--- config.mk ---
export PLATFORM = sky130hd
export DESIGN_NAME = modbus_server_register_coil_engine_top
export DESIGN_NICKNAME = d
export VERILOG_FILES = /design/src/design/mse_pkg.sv /design/src/design/modbus_server_register_coil_engine_top.sv /design/src/design/mse_ram.sv /design/src/design/mse_ctrl.sv
export SDC_FILE = /design/constraint.sdc
export NUM_CORES = 2
export LEC_CHECK = 0
export BUFFER_PORTS_ARGS = -buffer_cell sky130_fd_sc_hd__buf_2
export CAP_MARGIN = 20
export CORE_MARGIN = 10
export CORE_UTILIZATION = 35
export CTS_BUF_LIST = sky130_fd_sc_hd__clkbuf_16
export DETAILED_ROUTE_END_ITERATION = 8
export GPL_TIMING_DRIVEN = 0
export SETUP_SLACK_MARGIN = 0.1
export SYNTH_ARGS = -nofsm -noshare
export SYNTH_HDL_FRONTEND = slang
export SYNTH_HIERARCHICAL = 1
export SYNTH_SLANG_ARGS = --single-unit
--- constraint.sdc ---
create_clock -name clk -period 38.7 [get_ports clk]
set_clock_uncertainty 0.2 [all_clocks]
set_input_delay 1.935 -clock clk [delete_from_list [all_inputs] [get_ports clk]]
set_output_delay 1.935 -clock clk [all_outputs]
set_load 0.02 [all_outputs]
--- src/design/mse_pkg.sv ---
// Package for the Modbus server register/coil engine.
// Sizes, codes and the memory request/response structs; no dependencies.
`timescale 1ns / 1ps

package mse_pkg;

	localparam int REG_COUNT  = 32;
	localparam int COIL_COUNT = 256;
	localparam int REG_AW     = (REG_COUNT > 1) ? $clog2(REG_COUNT) : 1;
	localparam int COIL_AW    = (COIL_COUNT > 1) ? $clog2(COIL_COUNT) : 1;
	localparam int CLR_N      = (REG_COUNT > COIL_COUNT) ? REG_COUNT : COIL_COUNT;
	localparam int CLR_W      = (CLR_N > 1) ? $clog2(CLR_N) : 1;
	localparam int QTY_W      = 11;
	localparam int LEFT_W     = 7;

	localparam logic [15:0] MAX_REG_READ   = 16'd125;
	localparam logic [15:0] MAX_BIT_READ   = 16'd2000;
	localparam logic [15:0] MAX_COIL_WRITE = 16'd1968;
	localparam logic [15:0] MAX_REG_WRITE  = 16'd123;
	localparam logic [7:0]  EXC_FLAG       = 8'h80;
	localparam logic [15:0] COIL_ON        = 16'hFF00;
	localparam logic [15:0] COIL_OFF       = 16'h0000;

	localparam logic [1:0] OP_HDR     = 2'd0;
	localparam logic [1:0] OP_PAYLOAD = 2'd1;
	localparam logic [1:0] OP_LOAD_IR = 2'd2;
	localparam logic [1:0] OP_LOAD_DI = 2'd3;

	localparam logic [1:0] KIND_RDHDR = 2'd0;
	localparam logic [1:0] KIND_ECHO  = 2'd1;
	localparam logic [1:0] KIND_EXC   = 2'd2;
	localparam logic [1:0] KIND_DATA  = 2'd3;

	localparam logic [15:0] EXC_FUNC  = 16'd0;
	localparam logic [15:0] EXC_ADDR  = 16'd1;
	localparam logic [15:0] EXC_VALUE = 16'd2;

	localparam logic [7:0] FC_RD_COILS = 8'd1;
	localparam logic [7:0] FC_RD_DISC  = 8'd2;
	localparam logic [7:0] FC_RD_HOLD  = 8'd3;
	localparam logic [7:0] FC_RD_INP   = 8'd4;
	localparam logic [7:0] FC_WR_COIL  = 8'd5;
	localparam logic [7:0] FC_WR_REG   = 8'd6;
	localparam logic [7:0] FC_WR_COILS = 8'd15;
	localparam logic [7:0] FC_WR_REGS  = 8'd16;

	localparam logic [1:0] PK_NONE  = 2'd0;
	localparam logic [1:0] PK_COILS = 2'd1;
	localparam logic [1:0] PK_REGS  = 2'd2;

	typedef struct packed {
		logic               hold_we;
		logic [REG_AW-1:0]  hold_waddr;
		logic [15:0]        hold_wdata;
		logic               inp_we;
		logic [REG_AW-1:0]  inp_waddr;
		logic [15:0]        inp_wdata;
		logic [REG_AW-1:0]  reg_raddr;
		logic               coil_we;
		logic [COIL_AW-1:0] coil_waddr;
		logic               coil_wdata;
		logic               disc_we;
		logic [COIL_AW-1:0] disc_waddr;
		logic               disc_wdata;
		logic [COIL_AW-1:0] bit_raddr;
	} mem_req_t;

	typedef struct packed {
		logic [15:0] hold_rdata;
		logic [15:0] inp_rdata;
		logic        coil_rdata;
		logic        disc_rdata;
	} mem_rsp_t;

endpackage

--- src/design/modbus_server_register_coil_engine_top.sv ---
// Top level of the Modbus server register/coil engine: unit id register and table RAMs.
// Uses mse_pkg, mse_ram and mse_ctrl.
//
// channel   signals                                          handshake
// request   op func_code start_addr quantity data_word       start & !busy
// result    kind unit_addr resp_func field_a field_b
//           resp_data last                                   valid, one cycle
// config    cfg_wdata                                        cfg_we
//
// Register reads: result header, then one data word per cycle;
// busy through the read and drain states after the header is taken.
// Coil/discrete reads go through the bit RAM one bit per cycle, with busy high.
// A coil payload item keeps busy high while its word is written to the coil RAM bit by bit.
// After reset a clearing pass zeroes all tables with busy high.
// Results cannot be stalled; each is shown for exactly one cycle.
`timescale 1ns / 1ps

module modbus_server_register_coil_engine_top (
	input  logic        clk,
	input  logic        arst_n,
	input  logic        start,
	output logic        busy,
	input  logic [1:0]  op,
	input  logic [7:0]  func_code,
	input  logic [15:0] start_addr,
	input  logic [15:0] quantity,
	input  logic [15:0] data_word,
	input  logic        cfg_we,
	input  logic [7:0]  cfg_wdata,
	output logic        valid,
	output logic [1:0]  kind,
	output logic [7:0]  unit_addr,
	output logic [7:0]  resp_func,
	output logic [15:0] field_a,
	output logic [15:0] field_b,
	output logic [15:0] resp_data,
	output logic        last
);

	mse_pkg::mem_req_t mreq;
	mse_pkg::mem_rsp_t mrsp;
	logic [7:0]        unit_id_q;

	always_ff @(posedge clk or negedge arst_n) begin
		if (!arst_n) begin
			unit_id_q <= 8'd1;
		end else if (cfg_we) begin
			unit_id_q <= cfg_wdata;
		end
	end

	assign unit_addr = unit_id_q;

	mse_ram #(.WIDTH(16), .DEPTH(mse_pkg::REG_COUNT)) u_hold (
		.clk(clk), .we(mreq.hold_we), .waddr(mreq.hold_waddr), .wdata(mreq.hold_wdata),
		.raddr(mreq.reg_raddr), .rdata(mrsp.hold_rdata)
	);

	mse_ram #(.WIDTH(16), .DEPTH(mse_pkg::REG_COUNT)) u_inp (
		.clk(clk), .we(mreq.inp_we), .waddr(mreq.inp_waddr), .wdata(mreq.inp_wdata),
		.raddr(mreq.reg_raddr), .rdata(mrsp.inp_rdata)
	);

	mse_ram #(.WIDTH(1), .DEPTH(mse_pkg::COIL_COUNT)) u_coil (
		.clk(clk), .we(mreq.coil_we), .waddr(mreq.coil_waddr), .wdata(mreq.coil_wdata),
		.raddr(mreq.bit_raddr), .rdata(mrsp.coil_rdata)
	);

	mse_ram #(.WIDTH(1), .DEPTH(mse_pkg::COIL_COUNT)) u_disc (
		.clk(clk), .we(mreq.disc_we), .waddr(mreq.disc_waddr), .wdata(mreq.disc_wdata),
		.raddr(mreq.bit_raddr), .rdata(mrsp.disc_rdata)
	);

	mse_ctrl u_ctrl (
		.clk(clk),
		.arst_n(arst_n),
		.start(start),
		.busy(busy),
		.op(op),
		.func_code(func_code),
		.start_addr(start_addr),
		.quantity(quantity),
		.data_word(data_word),
		.mreq(mreq),
		.mrsp(mrsp),
		.valid(valid),
		.kind(kind),
		.resp_func(resp_func),
		.field_a(field_a),
		.field_b(field_b),
		.resp_data(resp_data),
		.last(last)
	);

endmodule

--- src/design/mse_ram.sv ---
// Generic single-write, single-read synchronous RAM with registered read.
// No dependencies.
`timescale 1ns / 1ps

module mse_ram #(
	parameter int WIDTH = 16,
	parameter int DEPTH = 32
) (
	input  logic                                   clk,
	input  logic                                   we,
	input  logic [((DEPTH > 1) ? $clog2(DEPTH) : 1)-1:0] waddr,
	input  logic [WIDTH-1:0]                       wdata,
	input  logic [((DEPTH > 1) ? $clog2(DEPTH) : 1)-1:0] raddr,
	output logic [WIDTH-1:0]                       rdata
);

	logic [WIDTH-1:0] mem_q [DEPTH];
	logic [WIDTH-1:0] rdata_q;

	always_ff @(posedge clk) begin
		if (we) begin
			mem_q[waddr] <= wdata;
		end
		rdata_q <= mem_q[raddr];
	end

	assign rdata = rdata_q;

endmodule

--- src/design/mse_ctrl.sv ---
// Request sequencer: decode, table clear pass, read/write sequencing, result register.
// Uses mse_pkg; drives the table RAMs through mse_pkg::mem_req_t.
`timescale 1ns / 1ps

module mse_ctrl (
	input  logic                clk,
	input  logic                arst_n,
	input  logic                start,
	output logic                busy,
	input  logic [1:0]          op,
	input  logic [7:0]          func_code,
	input  logic [15:0]         start_addr,
	input  logic [15:0]         quantity,
	input  logic [15:0]         data_word,
	output mse_pkg::mem_req_t   mreq,
	input  mse_pkg::mem_rsp_t   mrsp,
	output logic                valid,
	output logic [1:0]          kind,
	output logic [7:0]          resp_func,
	output logic [15:0]         field_a,
	output logic [15:0]         field_b,
	output logic [15:0]         resp_data,
	output logic                last
);

	localparam logic [2:0] ST_CLR   = 3'd0;
	localparam logic [2:0] ST_IDLE  = 3'd1;
	localparam logic [2:0] ST_RDREG = 3'd2;
	localparam logic [2:0] ST_RDBIT = 3'd3;
	localparam logic [2:0] ST_WRBIT = 3'd4;
	localparam logic [2:0] ST_DRAIN = 3'd5;

	localparam int QW = mse_pkg::QTY_W;
	localparam int LW = mse_pkg::LEFT_W;
	localparam int CLR_W = mse_pkg::CLR_W;

	logic [2:0]                  state_q;
	logic [mse_pkg::CLR_W-1:0]   clr_cnt_q;
	logic [7:0]                  func_q;
	logic [15:0]                 addr_q;
	logic [QW-1:0]               qty_q;
	logic [QW-1:0]               cnt_q;
	logic [1:0]                  pend_kind_q;
	logic [15:0]                 pend_addr_q;
	logic [QW-1:0]               pend_count_q;
	logic [LW-1:0]               pend_left_q;
	logic [QW-1:0]               pend_ptr_q;
	logic [15:0]                 wr_word_q;
	logic [3:0]                  bit_i_q;
	logic                        vld_s1, last_s1, wend_s1, isbit_s1;
	logic [3:0]                  pos_s1;
	logic [15:0]                 acc_q;

	logic                        out_vld_q, last_q;
	logic [1:0]                  kind_q;
	logic [7:0]                  rfunc_q;
	logic [15:0]                 fa_q, fb_q, rdata_q;

	logic                        acc_in;
	logic [16:0]                 sum17;
	logic                        bit_rng_bad, reg_rng_bad, q_zero;
	logic [16:0]                 reg_widx, bit_widx, rd_idx;
	logic [QW-1:0]               wr_k;
	logic                        rd_last;
	logic                        rbit;
	logic [15:0]                 acc_n;

	// header decode results
	logic                        o_load, o_last;
	logic [1:0]                  o_kind;
	logic [7:0]                  o_func;
	logic [15:0]                 o_a, o_b, o_data;
	logic [2:0]                  state_n;
	logic                        go_read, pend_set, pend_clr;
	logic [1:0]                  pend_kind_n;

	assign busy    = (state_q != ST_IDLE);
	assign acc_in  = start && (state_q == ST_IDLE);
	assign sum17   = {1'b0, start_addr} + {1'b0, quantity};
	assign q_zero  = (quantity == 16'd0);
	assign bit_rng_bad = sum17 > 17'(mse_pkg::COIL_COUNT);
	assign reg_rng_bad = sum17 > 17'(mse_pkg::REG_COUNT);
	assign reg_widx = {1'b0, pend_addr_q} + 17'(pend_ptr_q);
	assign wr_k     = pend_ptr_q + QW'(bit_i_q);
	assign bit_widx = {1'b0, pend_addr_q} + 17'(wr_k);
	assign rd_idx   = {1'b0, addr_q} + 17'(cnt_q);
	assign rd_last  = (cnt_q == qty_q - QW'(1));
	assign rbit     = (func_q == mse_pkg::FC_RD_COILS) ? mrsp.coil_rdata : mrsp.disc_rdata;
	assign acc_n    = ((pos_s1 == 4'd0) ? 16'd0 : acc_q) | (16'(rbit) << pos_s1);

	always_comb begin
		mreq = '0;
		o_load = 1'b0;
		o_kind = mse_pkg::KIND_EXC;
		o_func = func_code;
		o_a = 16'd0;
		o_b = 16'd0;
		o_data = 16'd0;
		o_last = 1'b1;
		state_n = state_q;
		go_read = 1'b0;
		pend_set = 1'b0;
		pend_clr = 1'b0;
		pend_kind_n = mse_pkg::PK_NONE;
		mreq.reg_raddr = rd_idx[mse_pkg::REG_AW-1:0];
		mreq.bit_raddr = rd_idx[mse_pkg::COIL_AW-1:0];

		case (state_q)
			ST_CLR: begin
				mreq.hold_we    = 32'(clr_cnt_q) < mse_pkg::REG_COUNT;
				mreq.inp_we     = 32'(clr_cnt_q) < mse_pkg::REG_COUNT;
				mreq.coil_we    = 32'(clr_cnt_q) < mse_pkg::COIL_COUNT;
				mreq.disc_we    = 32'(clr_cnt_q) < mse_pkg::COIL_COUNT;
				mreq.hold_waddr = mse_pkg::REG_AW'(clr_cnt_q);
				mreq.inp_waddr  = mse_pkg::REG_AW'(clr_cnt_q);
				mreq.coil_waddr = mse_pkg::COIL_AW'(clr_cnt_q);
				mreq.disc_waddr = mse_pkg::COIL_AW'(clr_cnt_q);
				if (32'(clr_cnt_q) == mse_pkg::CLR_N - 1) begin
					state_n = ST_IDLE;
				end
			end
			ST_IDLE: begin
				if (acc_in) begin
					case (op)
						mse_pkg::OP_HDR: begin
							pend_clr = 1'b1;
							o_load = 1'b1;
							o_func = func_code | mse_pkg::EXC_FLAG;
							case (func_code)
								mse_pkg::FC_RD_COILS, mse_pkg::FC_RD_DISC: begin
									if (q_zero || quantity > mse_pkg::MAX_BIT_READ) begin
										o_a = mse_pkg::EXC_VALUE;
									end else if (bit_rng_bad) begin
										o_a = mse_pkg::EXC_ADDR;
									end else begin
										o_kind = mse_pkg::KIND_RDHDR;
										o_func = func_code;
										o_a = (quantity + 16'd7) >> 3;
										o_b = quantity;
										o_last = 1'b0;
										go_read = 1'b1;
										state_n = ST_RDBIT;
									end
								end
								mse_pkg::FC_RD_HOLD, mse_pkg::FC_RD_INP: begin
									if (q_zero || quantity > mse_pkg::MAX_REG_READ) begin
										o_a = mse_pkg::EXC_VALUE;
									end else if (reg_rng_bad) begin
										o_a = mse_pkg::EXC_ADDR;
									end else begin
										o_kind = mse_pkg::KIND_RDHDR;
										o_func = func_code;
										o_a = quantity << 1;
										o_b = quantity;
										o_last = 1'b0;
										go_read = 1'b1;
										state_n = ST_RDREG;
									end
								end
								mse_pkg::FC_WR_COIL: begin
									if (32'(start_addr) >= mse_pkg::COIL_COUNT) begin
										o_a = mse_pkg::EXC_ADDR;
									end else begin
										mreq.coil_we = (quantity == mse_pkg::COIL_ON) ||
											(quantity == mse_pkg::COIL_OFF);
										mreq.coil_waddr = start_addr[mse_pkg::COIL_AW-1:0];
										mreq.coil_wdata = (quantity == mse_pkg::COIL_ON);
										o_kind = mse_pkg::KIND_ECHO;
										o_func = func_code;
										o_a = start_addr;
										o_b = quantity;
									end
								end
								mse_pkg::FC_WR_REG: begin
									if (32'(start_addr) >= mse_pkg::REG_COUNT) begin
										o_a = mse_pkg::EXC_ADDR;
									end else begin
										mreq.hold_we = 1'b1;
										mreq.hold_waddr = start_addr[mse_pkg::REG_AW-1:0];
										mreq.hold_wdata = quantity;
										o_kind = mse_pkg::KIND_ECHO;
										o_func = func_code;
										o_a = start_addr;
										o_b = quantity;
									end
								end
								mse_pkg::FC_WR_COILS: begin
									if (q_zero || quantity > mse_pkg::MAX_COIL_WRITE) begin
										o_a = mse_pkg::EXC_VALUE;
									end else if (bit_rng_bad) begin
										o_a = mse_pkg::EXC_ADDR;
									end else begin
										o_load = 1'b0;
										pend_set = 1'b1;
										pend_kind_n = mse_pkg::PK_COILS;
									end
								end
								mse_pkg::FC_WR_REGS: begin
									if (q_zero || quantity > mse_pkg::MAX_REG_WRITE) begin
										o_a = mse_pkg::EXC_VALUE;
									end else if (reg_rng_bad) begin
										o_a = mse_pkg::EXC_ADDR;
									end else begin
										o_load = 1'b0;
										pend_set = 1'b1;
										pend_kind_n = mse_pkg::PK_REGS;
									end
								end
								default: begin
									o_a = mse_pkg::EXC_FUNC;
								end
							endcase
						end
						mse_pkg::OP_PAYLOAD: begin
							if (pend_kind_q == mse_pkg::PK_REGS) begin
								mreq.hold_we = reg_widx < 17'(mse_pkg::REG_COUNT);
								mreq.hold_waddr = reg_widx[mse_pkg::REG_AW-1:0];
								mreq.hold_wdata = data_word;
								if (pend_left_q == LW'(1)) begin
									o_load = 1'b1;
									o_kind = mse_pkg::KIND_ECHO;
									o_func = mse_pkg::FC_WR_REGS;
									o_a = pend_addr_q;
									o_b = 16'(pend_count_q);
								end
							end else if (pend_kind_q == mse_pkg::PK_COILS) begin
								state_n = ST_WRBIT;
							end
						end
						mse_pkg::OP_LOAD_IR: begin
							mreq.inp_we = 32'(start_addr) < mse_pkg::REG_COUNT;
							mreq.inp_waddr = start_addr[mse_pkg::REG_AW-1:0];
							mreq.inp_wdata = data_word;
						end
						default: begin
							mreq.disc_we = 32'(start_addr) < mse_pkg::COIL_COUNT;
							mreq.disc_waddr = start_addr[mse_pkg::COIL_AW-1:0];
							mreq.disc_wdata = data_word[0];
						end
					endcase
				end
			end
			ST_WRBIT: begin
				mreq.coil_we = (wr_k < pend_count_q) &&
					(bit_widx < 17'(mse_pkg::COIL_COUNT));
				mreq.coil_waddr = bit_widx[mse_pkg::COIL_AW-1:0];
				mreq.coil_wdata = wr_word_q[bit_i_q];
				if (bit_i_q == 4'd15) begin
					state_n = ST_IDLE;
					if (pend_left_q == LW'(1)) begin
						o_load = 1'b1;
						o_kind = mse_pkg::KIND_ECHO;
						o_func = mse_pkg::FC_WR_COILS;
						o_a = pend_addr_q;
						o_b = 16'(pend_count_q);
					end
				end
			end
			ST_RDREG, ST_RDBIT: begin
				if (rd_last) begin
					state_n = ST_DRAIN;
				end
			end
			ST_DRAIN: begin
				state_n = ST_IDLE;
			end
			default: begin
				state_n = ST_IDLE;
			end
		endcase

		// data words leave from the stage after the RAM read
		if (vld_s1 && (!isbit_s1 || wend_s1)) begin
			o_load = 1'b1;
			o_kind = mse_pkg::KIND_DATA;
			o_func = func_q;
			o_a = 16'd0;
			o_b = 16'd0;
			o_last = last_s1;
			o_data = isbit_s1 ? acc_n :
				((func_q == mse_pkg::FC_RD_HOLD) ? mrsp.hold_rdata : mrsp.inp_rdata);
		end
	end

	always_ff @(posedge clk or negedge arst_n) begin
		if (!arst_n) begin
			state_q <= ST_CLR;
			clr_cnt_q <= '0;
			pend_kind_q <= mse_pkg::PK_NONE;
			vld_s1 <= 1'b0;
			out_vld_q <= 1'b0;
		end else begin
			state_q <= state_n;
			out_vld_q <= o_load;
			if (state_q == ST_CLR) begin
				clr_cnt_q <= clr_cnt_q + CLR_W'(1);
			end
			if (pend_set) begin
				pend_kind_q <= pend_kind_n;
			end else if (pend_clr) begin
				pend_kind_q <= mse_pkg::PK_NONE;
			end else if (o_load && o_kind == mse_pkg::KIND_ECHO && !vld_s1) begin
				// final payload item of a multi write
				pend_kind_q <= mse_pkg::PK_NONE;
			end
			vld_s1 <= (state_q == ST_RDREG) || (state_q == ST_RDBIT);
		end
	end

	always_ff @(posedge clk) begin
		if (go_read) begin
			func_q <= func_code;
			addr_q <= start_addr;
			qty_q <= quantity[QW-1:0];
			cnt_q <= '0;
		end else if (state_q == ST_RDREG || state_q == ST_RDBIT) begin
			cnt_q <= cnt_q + QW'(1);
		end
		if (pend_set) begin
			pend_addr_q <= start_addr;
			pend_count_q <= quantity[QW-1:0];
			pend_ptr_q <= '0;
			pend_left_q <= (pend_kind_n == mse_pkg::PK_COILS) ?
				LW'((quantity + 16'd15) >> 4) : LW'(quantity);
		end else if (acc_in && op == mse_pkg::OP_PAYLOAD &&
				pend_kind_q == mse_pkg::PK_REGS) begin
			pend_ptr_q <= pend_ptr_q + QW'(1);
			pend_left_q <= pend_left_q - LW'(1);
		end else if (state_q == ST_WRBIT && bit_i_q == 4'd15) begin
			pend_ptr_q <= pend_ptr_q + QW'(16);
			pend_left_q <= pend_left_q - LW'(1);
		end
		if (acc_in && op == mse_pkg::OP_PAYLOAD) begin
			wr_word_q <= data_word;
			bit_i_q <= 4'd0;
		end else if (state_q == ST_WRBIT) begin
			bit_i_q <= bit_i_q + 4'd1;
		end
		last_s1 <= rd_last;
		wend_s1 <= (cnt_q[3:0] == 4'd15) || rd_last;
		pos_s1 <= cnt_q[3:0];
		isbit_s1 <= (state_q == ST_RDBIT);
		if (vld_s1 && isbit_s1) begin
			acc_q <= acc_n;
		end
		if (o_load) begin
			kind_q <= o_kind;
			rfunc_q <= o_func;
			fa_q <= o_a;
			fb_q <= o_b;
			rdata_q <= o_data;
			last_q <= o_last;
		end
	end

	assign valid     = out_vld_q;
	assign kind      = kind_q;
	assign resp_func = rfunc_q;
	assign field_a   = fa_q;
	assign field_b   = fb_q;
	assign resp_data = rdata_q;
	assign last      = last_q;

	a_no_result_in_clear: assert property (@(posedge clk) disable iff (!arst_n)
		(state_q == ST_CLR) |-> !out_vld_q)
		else $error("result during clear pass");
	a_s1_in_read: assert property (@(posedge clk) disable iff (!arst_n)
		vld_s1 |-> (state_q == ST_RDREG || state_q == ST_RDBIT || state_q == ST_DRAIN))
		else $error("read stage valid outside a read");
	a_pend_left: assert property (@(posedge clk) disable iff (!arst_n)
		(pend_kind_q != mse_pkg::PK_NONE) |-> (pend_left_q != '0))
		else $error("pending write with no words left");
	a_wrbit_pend: assert property (@(posedge clk) disable iff (!arst_n)
		(state_q == ST_WRBIT) |-> (pend_kind_q == mse_pkg::PK_COILS))
		else $error("coil write pass without pending coil write");

endmodule

==> results.tsv <==
stage	metric	value	unit
detailed_routing	drcViolationCount	0	
floorplanning	die_y	488	µm
synthesis	syn-cell-area	76500	µm²
synthesis	yosysSeqAreaShare	68.8	%
synthesis	avgSynthCellArea	14.7	µm²
critical_path	cp_max_fo	9	
power_and_ir_drop	p_per_area	72.0	nW/µm²
global_routing	grt_remaining_overflow	0	
global_routing	grt_first_pass_wirelength	310	mm
floorplanning	initial_core_util	35.2	%
global_routing	grt_use_total	17.4	%
detailed_routing	dr.pass1.iters	8	
synthesis	synth-seq-cells	1778	
clock_network	hold_buffers	0	
critical_path	crit_arrival	6.86	ns
status	status	completed	
detailed_routing	avgRoutedWirePerCell	24.8	µm
timing	slew-limit-headroom	23.7	%
finish	final_common_cell	edfxtp_1	
finish	postLayoutCoreUtil	40.6	%
power_and_ir_drop	peakVddDrop	0.0453	mV
synthesis	synth_cell_type_count	98	
detailed_routing	vias_per_cell	5.40	
detailed_routing	drt_wl_total	214	mm
global_routing	grt_start_max_net_pins	92	
detailed_routing	drt_iter0_drc	4853	
clock_network	cts-root-buf	clkbuf_16	
clock_network	clockBufferDepth	3	
finish	final_cell_mix	edfxtp_1, nor2_1, mux2i_1	
synthesis	synth-edff-count	1688	
floorplanning	die-area	238000	µm²
finish	area_growth	15.3	%
clock_network	htree_num_levels	4	
critical_path	crit_path_end_kind	register	
clock_network	clock_latency	0.85	ns
timing	setup_viol	0	
timing	finalHoldViolCount	0	
synthesis	async_flop_share	1.29	%
detailed_routing	drtAntennaViolNets	0	
clock_network	cts_resized	0	
global_routing	antenna_found_initial	25	
critical_path	crit_path_cell_trace	ha_1, fa_1, a21o_1, a21o_1, a211oi_1, nor2_1, o41ai_1, o311a_1, mux2_2, o22ai_1, nand4_1, o21bai_1, nand3b_1, nor2_1, buf_6	
critical_path	critPathSlowestCell	nor2_1	
run	drv_cap	0	
place	hpwl	148	mm
critical_path	cp-start-kind	register	
clock_network	cts_setup_buffers	0	
place	place_area	82200	µm²
min_path	hold_path_class	register to register	
synthesis	syn-num-nets	5344	
synthesis	yosysWarnings	6	
timing	max_freq	0.154	GHz
clock_network	cts_made_buffers	183	
synthesis	synthFlopType	edfxtp_1	
finish	nets	5742	
timing	whs	0.309	ns
timing	final.setup.tns	0	ns
detailed_routing	vias	46500	
floorplanning	core_area	217000	µm²
timing	min_period_over_period	16.8	%
timing	slew_viol_final	0	
clock_network	cts_tree	built	
power_and_ir_drop	p_leak	0.0295	µW
synthesis	postSynthCellCount	5202	
floorplanning	rows	171	
place	gp_congestion	0.919	
timing	rsz0062_at_grt	false	
critical_path	required	39.05	ns
clock_network	clk_pin_slew	0.06	ns
clock_network	cts_sinks	1778	
finish	layout-drive-gt1-share	14.9	%
place	port_buffers	137	
critical_path	critPathMaxStageDelay	0.97	ns
global_routing	grt_pass1_vias	46500	
finish	design_area	88200	µm²
floorplanning	die_w	488	µm
critical_path	critical_path_class	register to register	
floorplanning	io_pins	139	
timing	tightest_slew	1.14	ns
timing	min_period	6.51	ns
[cell families (layout without fill, tap and decap cells)]
family                   Yosys count  after routing  share of synthesized area (%)
flip-flops                      1778           1778                           68.8
AND/OR/NAND/NOR                 1458           1458                           8.57
multiplexers                     751            751                           11.4
AO/OA/AOI/OAI                    696            696                           6.25
buffers and inverters            352            899                           2.74
XOR/XNOR                          95             95                           1.09
adder cells (fa/ha/maj)           72             72                           1.23
other                              0             22                              0
[final timing paths]
kind	from	to	slack, ns	cells past startpoint
worst max-delay path	u_ctrl/pend_addr_q[0]	u_hold/mem_q[29][11]	32.19	15
worst min-delay path	u_ctrl/cnt_q[3]	u_ctrl/pos_s1[3]	0.31	0
worst max register to register	u_ctrl/pend_addr_q[0]	u_hold/mem_q[29][11]	32.19	15
worst min register to register	u_ctrl/cnt_q[3]	u_ctrl/pos_s1[3]	0.31	0
max in group asynchronous	arst_n	unit_addr[6]	36.84	1
min in group asynchronous	arst_n	u_ctrl/state_q[2]	0.97	1
[worst max-delay path: cells and delay by family (launching register included)]
family | cells | cell delay (ns)
compound gates | 7 | 2.29
simple gates | 4 | 1.97
fa+ha+maj | 2 | 0.69
buf+inv | 1 | 0.26
mux | 1 | 0.34
flops | 1 | 0.48
[synthesized netlist by cell type, types with 12 or more instances]
cell type | n | share of area, %
nand4_1 | 47 | 0.38
a22oi_1 | 180 | 1.8
buf_6 | 23 | 0.34
nand2_1 | 256 | 1.3
ha_1 | 67 | 1.1
a311oi_1 | 12 | 0.14
a31oi_1 | 43 | 0.35
o22ai_1 | 48 | 0.39
dfrtp_1 | 22 | 0.72
nor4_1 | 22 | 0.18
or3_1 | 13 | 0.11
dfxtp_1 | 67 | 1.8
xnor2_1 | 55 | 0.63
a21o_1 | 21 | 0.21
nand3b_1 | 20 | 0.20
nand3_1 | 131 | 0.86
buf_4 | 55 | 0.54
and3_1 | 16 | 0.13
nor2_1 | 724 | 3.6
clkbuf_1 | 143 | 0.70
xor2_1 | 40 | 0.46
mux4_2 | 89 | 2.6
nor2b_1 | 30 | 0.25
nor3_1 | 81 | 0.53
edfxtp_1 | 1688 | 66
inv_1 | 47 | 0.23
buf_8 | 12 | 0.24
mux2_2 | 16 | 0.24
a22o_1 | 92 | 1.1
a21oi_1 | 137 | 0.90
nand2b_1 | 19 | 0.16
o21ai_0 | 77 | 0.50
and2_1 | 33 | 0.27
mux2i_1 | 638 | 8.3
buf_2 | 55 | 0.36
[power breakdown]
group | leakage (µW) | switching [µW] | internal [µW]
Combinational | 0.0110 | 1510 | 807
Sequential | 0.0155 | 59.2 | 2230
Clock | 0.00308 | 763 | 981
Total | 0.0295 | 2340 | 4020
[sequential cells by signal, summed over array words and instances (netlist names), 7 cells and up]
name,flops
u_hold/mem_q,512
u_ctrl/addr_q,8
u_inp/mem_q,512
u_ctrl/qty_q,11
u_ctrl/resp_func,8
u_ctrl/pend_count_q,11
u_inp/rdata,16
u_ctrl/wr_word_q,16
u_hold/rdata,16
u_disc/mem_q,256
u_ctrl/field_b,16
unit_addr,8
u_ctrl/field_a,16
u_ctrl/acc_q,16
u_ctrl/pend_left_q,7
u_ctrl/pend_ptr_q,11
u_ctrl/clr_cnt_q,8
u_ctrl/pend_addr_q,16
u_ctrl/func_q,8
u_ctrl/resp_data,16
u_ctrl/cnt_q,11
u_coil/mem_q,256
[per-stage QoR]
step | worst slack (ns) | total power (µW) | cells
3_3_place_gp | 15.35 | 4590 | 8193
4_1_cts | 32.28 | 6370 | 8601
3_5_place_dp | 31.52 | 4620 | 8267
2_1_floorplan | 22.95 | 3750 | 5202
5_1_grt | 32.05 | 6590 | 8622
6_report | 32.19 | 6360 | 8625
[routing by layer]
layer,GRT usage [%],wire [µm]
met1,22.0,85800
met2,29.0,104000
met3,2.82,13500
met4,8.30,10300
met5,0,33
[final cells by class]
class	count	area (µm²)
clock inverter	148	1350
fill	19900	129000
multi-input combinational	3072	22100
buffer	303	1910
timing repair buffer	213	1830
antenna	22	55.1
tap	2854	3570
inverter	49	184
clock buffer	186	4650
sequential	1778	52600
(Power assumes the default switching activity.)
